$ cat config.mk
export PLATFORM = sky130hd
export DESIGN_NAME = lsg_ctrl
export DESIGN_NICKNAME = d
export VERILOG_FILES = /design/src/hdl/lsg_pkg.sv /design/src/hdl/lsg_ctrl.sv
export SDC_FILE = /design/constraint.sdc
export NUM_CORES = 1
export LEC_CHECK = 0
export BUFFER_PORTS_ARGS = -buffer_cell sky130_fd_sc_hd__buf_2
export CAP_MARGIN = 20
export CORE_AREA = 2 2 39 41
export CTS_CLUSTER_DIAMETER = 120
export DETAILED_ROUTE_END_ITERATION = 6
export DIE_AREA = 0 0 41 43
export SETUP_SLACK_MARGIN = 0.3
export SLEW_MARGIN = 30
export SYNTH_ARGS = -nofsm -noshare
export SYNTH_HDL_FRONTEND = slang
export SYNTH_SLANG_ARGS = --single-unit
$ cat constraint.sdc
create_clock -name clk -period 1.6 [get_ports clk]
set_input_delay 0.08 -clock clk [delete_from_list [all_inputs] [get_ports clk]]
set_output_delay 0.08 -clock clk [all_outputs]
set_load 0.02 [all_outputs]
$ cat src/hdl/lsg_pkg.sv
// Shared types and constants for the lane segment grouper.
// Used by lsg_ctrl, lsg_datapath and lane_segment_grouper_unit; depends on nothing.
package lsg_pkg;

  localparam int unsigned CORDIC_STEPS = 20;
  localparam int unsigned SQRT_BITS    = 13;
  localparam int unsigned MUL_STEPS    = 6;
  localparam logic signed [15:0] ANGLE_90 = 16'sd23040;
  localparam logic signed [25:0] Z_MAX    = 26'sd5898240;

  localparam logic [1:0] CFG_IMG_WIDTH  = 2'd0;
  localparam logic [1:0] CFG_IMG_HEIGHT = 2'd1;
  localparam logic [1:0] CFG_ANGLE_TOL  = 2'd2;

  typedef enum logic [3:0] {
    OP_NONE,
    OP_CAPTURE,
    OP_PREP,
    OP_MUL,
    OP_ITER_INIT,
    OP_ITER,
    OP_SCAN_START,
    OP_SCAN_NEXT,
    OP_MERGE,
    OP_APPEND,
    OP_EMIT_LOAD
  } lsg_op_t;

  typedef struct packed {
    lsg_op_t op;
  } lsg_cmd_t;

  typedef struct packed {
    logic mul_done;
    logic iter_done;
    logic scan_end;
    logic match;
    logic last_entry;
    logic out_free;
  } lsg_status_t;

  function automatic logic [21:0] cordic_step_angle(input logic [4:0] i);
    logic [21:0] a;
    unique case (i)
      5'd0:  a = 22'd2949120;
      5'd1:  a = 22'd1740967;
      5'd2:  a = 22'd919879;
      5'd3:  a = 22'd466945;
      5'd4:  a = 22'd234379;
      5'd5:  a = 22'd117304;
      5'd6:  a = 22'd58666;
      5'd7:  a = 22'd29335;
      5'd8:  a = 22'd14668;
      5'd9:  a = 22'd7334;
      5'd10: a = 22'd3667;
      5'd11: a = 22'd1833;
      5'd12: a = 22'd917;
      5'd13: a = 22'd458;
      5'd14: a = 22'd229;
      5'd15: a = 22'd115;
      5'd16: a = 22'd57;
      5'd17: a = 22'd29;
      5'd18: a = 22'd14;
      5'd19: a = 22'd7;
      default: a = 22'd0;
    endcase
    return a;
  endfunction

endpackage

$ cat src/hdl/lsg_ctrl.sv
// Sequencer for the lane segment grouper: issues at most one datapath operation per cycle.
// Depends on lsg_pkg.
module lsg_ctrl (
  input  logic                clk,
  input  logic                rst_n,
  input  logic                in_valid,
  input  logic                in_kind,
  output logic                in_ready,
  input  lsg_pkg::lsg_status_t sts,
  output lsg_pkg::lsg_cmd_t    cmd
);
  import lsg_pkg::*;

  typedef enum logic [3:0] {
    S_IDLE, S_PREP, S_MUL, S_ITER_INIT, S_ITER, S_SCAN_START,
    S_SCAN_RD, S_SCAN_CHK, S_EMIT_RD, S_EMIT_LD
  } state_t;

  state_t state_r, state_nxt;

  always_comb begin
    state_nxt = state_r;
    cmd.op    = OP_NONE;
    unique case (state_r)
      S_IDLE: begin
        if (in_valid) begin
          cmd.op    = OP_CAPTURE;
          state_nxt = in_kind ? S_EMIT_RD : S_PREP;
        end
      end
      S_PREP: begin
        cmd.op    = OP_PREP;
        state_nxt = S_MUL;
      end
      S_MUL: begin
        cmd.op = OP_MUL;
        if (sts.mul_done) state_nxt = S_ITER_INIT;
      end
      S_ITER_INIT: begin
        cmd.op    = OP_ITER_INIT;
        state_nxt = S_ITER;
      end
      S_ITER: begin
        cmd.op = OP_ITER;
        if (sts.iter_done) state_nxt = S_SCAN_START;
      end
      S_SCAN_START: begin
        cmd.op    = OP_SCAN_START;
        state_nxt = S_SCAN_RD;
      end
      S_SCAN_RD: begin
        if (sts.scan_end) begin
          cmd.op    = OP_APPEND;
          state_nxt = S_IDLE;
        end else begin
          state_nxt = S_SCAN_CHK;
        end
      end
      S_SCAN_CHK: begin
        if (sts.match) begin
          cmd.op    = OP_MERGE;
          state_nxt = S_IDLE;
        end else begin
          cmd.op    = OP_SCAN_NEXT;
          state_nxt = S_SCAN_RD;
        end
      end
      S_EMIT_RD: begin
        state_nxt = S_EMIT_LD;
      end
      S_EMIT_LD: begin
        if (sts.out_free) begin
          cmd.op    = OP_EMIT_LOAD;
          state_nxt = sts.last_entry ? S_IDLE : S_EMIT_RD;
        end
      end
      default: state_nxt = S_IDLE;
    endcase
  end

  assign in_ready = (state_r == S_IDLE);

  always_ff @(posedge clk) begin
    if (!rst_n) begin
      state_r <= S_IDLE;
    end else begin
      state_r <= state_nxt;
    end
  end
endmodule

Word-level counts from Yosys, hierarchy flattened
Cells that the tools add are included.

Register bits: 4. Input bits: 10.

Equal/unequal tests: 13. Multiplexer cells: 14. Reduce and logical (&&, ||, !) cells: 2.

Operators by type and width (number): case mux 4 bit (10 select lines) (1); two-way mux 4 bit (9); case mux 4 bit (9 select lines) (1); == test 4 x 3 -> 1 bit (second input constant) (4); == test 4 x 2 -> 1 bit (second input constant) (2); == test 4 bit (second input constant) (2); != test 2 bit (second input constant) (4); two-way mux 3 bit (2); == test 4 x 1 -> 1 bit (second input constant) (1); logical NOT 4 bit (1); AND reduction 4 bit (1); two-way mux 1 bit (1).

Depth between registers and ports, before layout
Gate-level depths: netlist of the first run.

Word-level depth: 3. Depth in mapped cells: 6. Depth with buffers taken out: 4.

Worst setup path after synthesis of the first run
No wires, ideal clock.

Path type: flip-flop to flip-flop. From: register state_r[1]. To: register state_r[3]. Setup time: 0.116 ns. Arrival time: 1.668 ns. Data required time: 1.484 ns. Path slack: -0.185 ns. Stages on the path, launching flop included: 6. Path buffers: 1. Path through: dfxtp_1 -> buf_6 -> nor4_1 -> nor2b_1 -> a211oi_1 -> a41o_1.

Cells in the longest elaborated chain, start to end: 3.

RTL lines: from (decl) (line lsg_ctrl.sv:19) `state_t state_r, state_nxt;`; from (signal assigned) (line lsg_ctrl.sv:87) `state_r <= state_nxt;`; logical NOT 4 bit (*); net in_ready (line lsg_ctrl.sv:8) `output logic in_ready,`; != test 2 bit (no line); AND reduction 4 bit (no line).

The timed path passes the listed nets; every way through them passes the cells marked *. A chain may end at the register's enable or synchronous reset.

==> results.json, run 1 <==
{
  "drt_iter0_markers": 17,
  "clockBufferDepth": 2,
  "post-place-cells": 85,
  "regMostFlops": "state_r",
  "grt_use_total_pct": 22.1,
  "timing.hold.ws_ns": 0.137,
  "grt_overflow": 0,
  "multiInputGateArea_sq_um": 373,
  "cts.clk_slew.worst_paths_ns": 0.04,
  "tritoncts": "yes",
  "maxCapViolCount": 0,
  "rows": 14,
  "portBuffers": 14,
  "dr.pass1.iters": 2,
  "p_leak_nw": 0.373,
  "critPathCaptureType": "output port",
  "syn-num-nets": 65,
  "htreeDepth": 1,
  "core_sq_um": 1380,
  "clk_latency_ns": 0.24,
  "synth_top_area_share_pct": 20.5,
  "avgSynthCellArea_sq_um": 7.10,
  "nets": 104,
  "tns_ns": 0,
  "report.final.slew_viol_count": 0,
  "wl_per_cell_microns": 16.8,
  "wirelength_microns": 1810,
  "cp.required_ns": 1.52,
  "cts_hold_buf": 0,
  "drt.antenna.violating_nets": 0,
  "die_width_microns": 41,
  "worstSetupPathType": "flip-flop to output port",
  "synthCells": 55,
  "ctsRootBufferMaster": "clkbuf_4",
  "critPathMaxFanout": 7,
  "finalCritPeriodShare_pct": 89.7,
  "critPathLaunchType": "flip-flop",
  "gp_congestion": 0.776,
  "path_cells": "buf_6 -> nand2_2 -> nor2_4 -> a32oi_1 -> o2bb2ai_2 -> buf_6",
  "io_pins": 15,
  "finClkSkew_ns": 0.00311,
  "crit_top_cell": "buf_6",
  "seq_area_frac_synth_pct": 20.5,
  "start_util_pct": 28.2,
  "finalNonFillerCells": 108,
  "grt_pass1_vias": 578,
  "final_common_cell": "buf_4",
  "dpl.hpwl_microns": 886,
  "place_ws_ns": 0.156,
  "antenna_found_initial": 0,
  "period_needed_ns": 1.44,
  "relSlewSlack_pct": 64.8,
  "largest_register_ff_count": 4,
  "irDropWorstVdd_mv": 0.496,
  "setup_viol": 0,
  "p_per_area_nw_per_um2": 1550,
  "ys_types": 28,
  "top_regs": "state_r x4",
  "area_growth_pct": 116,
  "grt_pass1_wl_microns": 2620,
  "max_freq_ghz": 0.697,
  "cts_num_sinks": 4,
  "tightest_slew_ns": 0.520,
  "final_cell_mix": "22 x buf_4, 9 x buf_2, 6 x buf_6",
  "synth_area_leader_cell": "dfxtp_1",
  "ys_seq_elements": 4,
  "setup_slack_ns": 0.165,
  "hold_viol": 0,
  "via_per_inst": 5.65,
  "drc": 0,
  "drive_gt1_share_pct": 67.4,
  "slowest_stage": "dfxtp_4",
  "cts_inserted_buffers": 3,
  "grt_max_degree": 9,
  "hold_class": "primary input to flip-flop",
  "critPathMaxStageDelay_ns": 0.37,
  "n_antenna_cell": 0,
  "outcome": "completed",
  "yosys-top-cells-area": "dfxtp_1 21%, a21oi_1 5.1%, nand2_1 4.8%, nor2_1 4.8%, a32oi_1 4.5%",
  "die_area_sq_um": 1760,
  "rsz0062_at_grt": "yes",
  "worstPathArrival_ns": 1.36,
  "fillers": 108,
  "syn-cell-area_sq_um": 390,
  "ys_warn_count": 0,
  "final-seq-area_sq_um": 90.1,
  "die_y_microns": 43,
  "vias": 610
}
[synthesized netlist by cell type (all sizes together)]
| master | number |
|---|---|
| and2 | 1 |
| nand3b | 2 |
| o21bai | 1 |
| a211oi | 2 |
| nor4b | 1 |
| a21boi | 1 |
| o41ai | 1 |
| a31o | 1 |
| nand2b | 2 |
| nor2b | 2 |
| a21oi | 4 |
| o21ai | 3 |
| inv | 3 |
| a2111oi | 1 |
| o22ai | 2 |
| nor2 | 5 |
| or3b | 1 |
| clkbuf | 4 |
| a41o | 1 |
| a32oi | 2 |
| o311a | 1 |
| o2bb2ai | 2 |
| nor4 | 2 |
| dfxtp | 4 |
| nand2 | 5 |
| buf | 1 |
[final timing paths]
check / cells after the start / start / slack [ns] / endpoint
hold / removal: 3 / rst_n / 0.14 / state_r[1]
hold reg to reg: 2 / state_r[1] / 0.61 / state_r[0]
setup reg to reg: 4 / state_r[1] / 0.18 / state_r[3]
setup / recovery: 6 / state_r[1] / 0.16 / cmd[3]
[cell families after synthesis]
group / Yosys count / synth area share [%]
AND/OR/NAND/NOR: 21 / 29.2
flip-flops: 4 / 20.5
buffers and inverters: 8 / 9.61
AO/OA/AOI/OAI: 22 / 40.7
[metal layers]
layer  share of wire (%)  GRT usage (%)  vias to the layer above
li1                    -              -                      285
met1                  45           25.7                      305
met2                  51           35.6                       18
met3                 3.2           5.76                        2
met4                 1.0           10.0                        0
met5                   0              0                        -
[cell type report]
class,instances,area share (%)
Inverter,3,1.93
Sequential cell,4,10.7
Tap cell,16,2.38
Timing Repair Buffer,39,38.0
Clock buffer,3,2.67
Multi-Input combinational cell,43,44.3
[metrics by stage]
step | power [mW] | instance area, sq um | util [%]
after floorplan | 0.539 | 423 | -
after global placement | 0.670 | 524 | 37.9
after detailed placement | 0.671 | 524 | 37.9
after CTS | 1.19 | 795 | 57.4
after global routing | 1.38 | 842 | 60.8
final | 1.31 | 842 | 60.8
[where the power goes]
| group | leakage, nW | switching (mW) | internal [mW] | total [mW] |
|---|---|---|---|---|
| logic | 0.324 | 0.446 | 0.556 | 1.00 |
| clock network | 0.0138 | 0.0423 | 0.0840 | 0.126 |
| registers | 0.0350 | 0.0393 | 0.138 | 0.177 |
| total | 0.373 | 0.528 | 0.778 | 1.31 |
[worst max-delay path: cells and delay by family (launching register included)]
family	cells	cell delay (ns)
simple gates	2	0.20
buf+inv	2	0.28
flops	1	0.37
compound gates	2	0.27
[repair_timing]
| action | 4_1_cts | 5_1_grt |
|---|---|---|
| resized for setup | 33 | 3 |
| setup endpoints to repair | 6 | 7 |
| cloned | 1 | 0 |
| setup buffers | 14 | 5 |
| pin swaps | 11 | 5 |
Power figures use the tool's default switching activity.
==> run 2: changes to the inputs <==
- BUFFER_PORTS_ARGS: -buffer_cell sky130_fd_sc_hd__buf_2 -> -buffer_cell sky130_fd_sc_hd__buf_4
==> results.json, run 2 (synthesis gave the netlist of run 1 again) <==
{
  "outcome": "completed",
  "drt.antenna.violating_nets": 0,
  "tritoncts": "yes",
  "die_y_microns": 43,
  "max_freq_ghz": 0.699,
  "tightest_slew_ns": 0.467,
  "htreeDepth": 1,
  "tns_ns": 0,
  "rows": 14,
  "hold_viol": 0,
  "worstPathArrival_ns": 1.55,
  "io_pins": 15,
  "portBuffers": 14,
  "regMostFlops": "state_r",
  "cts_hold_buf": 0,
  "critPathCaptureType": "flip-flop",
  "relSlewSlack_pct": 68.0,
  "antenna_found_initial": 0,
  "p_per_area_nw_per_um2": 1440,
  "report.final.slew_viol_count": 0,
  "grt_use_total_pct": 22.6,
  "area_growth_pct": 132,
  "cts_inserted_buffers": 3,
  "final_cell_mix": "26 x buf_4, 10 x buf_6, 4 x a21oi_1, 4 x nand2_1",
  "die_width_microns": 41,
  "cts.clk_slew.worst_paths_ns": 0.04,
  "top_regs": "state_r x4",
  "place_ws_ns": 0.119,
  "vias": 671,
  "period_needed_ns": 1.43,
  "via_per_inst": 6.16,
  "setup_slack_ns": 0.170,
  "finClkSkew_ns": 0.00284,
  "drt_iter0_markers": 35,
  "n_antenna_cell": 0,
  "critPathMaxFanout": 6,
  "ctsRootBufferMaster": "clkbuf_4",
  "die_area_sq_um": 1760,
  "nets": 105,
  "final_common_cell": "buf_4",
  "wl_per_cell_microns": 20.4,
  "hold_class": "primary input to flip-flop",
  "dpl.hpwl_microns": 863,
  "drc": 0,
  "wirelength_microns": 2230,
  "clk_latency_ns": 0.24,
  "dr.pass1.iters": 4,
  "setup_viol": 0,
  "gp_congestion": 0.779,
  "grt_max_degree": 8,
  "drive_gt1_share_pct": 71.0,
  "p_leak_nw": 0.402,
  "largest_register_ff_count": 4,
  "grt_pass1_vias": 632,
  "irDropWorstVdd_mv": 0.650,
  "fillers": 98,
  "critPathLaunchType": "flip-flop",
  "clockBufferDepth": 2,
  "grt_overflow": 0,
  "finalCritPeriodShare_pct": 89.4,
  "rsz0062_at_grt": "yes",
  "maxCapViolCount": 0,
  "core_sq_um": 1380,
  "grt_pass1_wl_microns": 2740,
  "cts_num_sinks": 4,
  "worstSetupPathType": "flip-flop to flip-flop",
  "cp.required_ns": 1.72,
  "start_util_pct": 28.2
}
[run 2: metal layers]
metal | routed length (microns) | vias up | share of wire [%] | global-route usage [%]
met1 | 858 | 309 | 39 | 26.3
met3 | 259 | 10 | 12 | 1.05
met2 | 1060 | 64 | 48 | 38.4
met5 | 0 | - | 0 | 0
li1 | - | 288 | - | -
met4 | 49 | 0 | 2.2 | 12.0
[run 2: timing repair]
action / in CTS / in global routing
gates resized for setup: 30 / 11
setup endpoints to repair: 6 / 7
pin swaps: 11 / 8
buffers inserted: 15 / 6
cloned: 1 / 0
[run 2: power by group]
group	total, mW	switching [mW]	internal, mW
registers	0.179	0.0416	0.137
logic	0.998	0.469	0.529
clock network	0.130	0.0459	0.0842
total	1.31	0.557	0.750
[run 2: cell type report]
type	instances	area (sq um)	share of cell area [%]
Tap cell	16	20.0	2.21
Multi-Input combinational cell	43	392	43.2
Sequential cell	4	92.6	10.2
Timing Repair Buffer	40	363	40.0
Clock buffer	3	22.5	2.48
Inverter	3	17.5	1.93
[run 2: path summary, 6_finish.rpt]
kind              startpoint  depth (start not counted)    endpoint  slack, ns
hold / removal         rst_n                          2  state_r[3]       0.14
hold reg to reg   state_r[0]                          3  state_r[1]       0.71
setup / recovery  state_r[3]                          5  state_r[0]       0.17
setup reg to reg  state_r[3]                          5  state_r[0]       0.17
[run 2: through the flow]
stage,hold WS (ns),cell area [sq um],utilization [%],power [mW],instances
finish,0.136,907,65.6,1.31,109
global route,0.141,907,65.6,1.34,109
CTS,0.126,815,58.9,1.13,103
detailed placement,0.344,552,39.9,0.711,84
global placement,0.337,552,39.9,0.716,84
floorplan,0.227,423,-,0.539,55
[run 2: worst max-delay path, cell delays in order (launching register included)]
cell	delay (ns)
dfxtp_2	0.33
buf_6	0.13
buf_4	0.14
nor4b_1	0.34
a2111oi_0	0.14
a31o_1	0.24
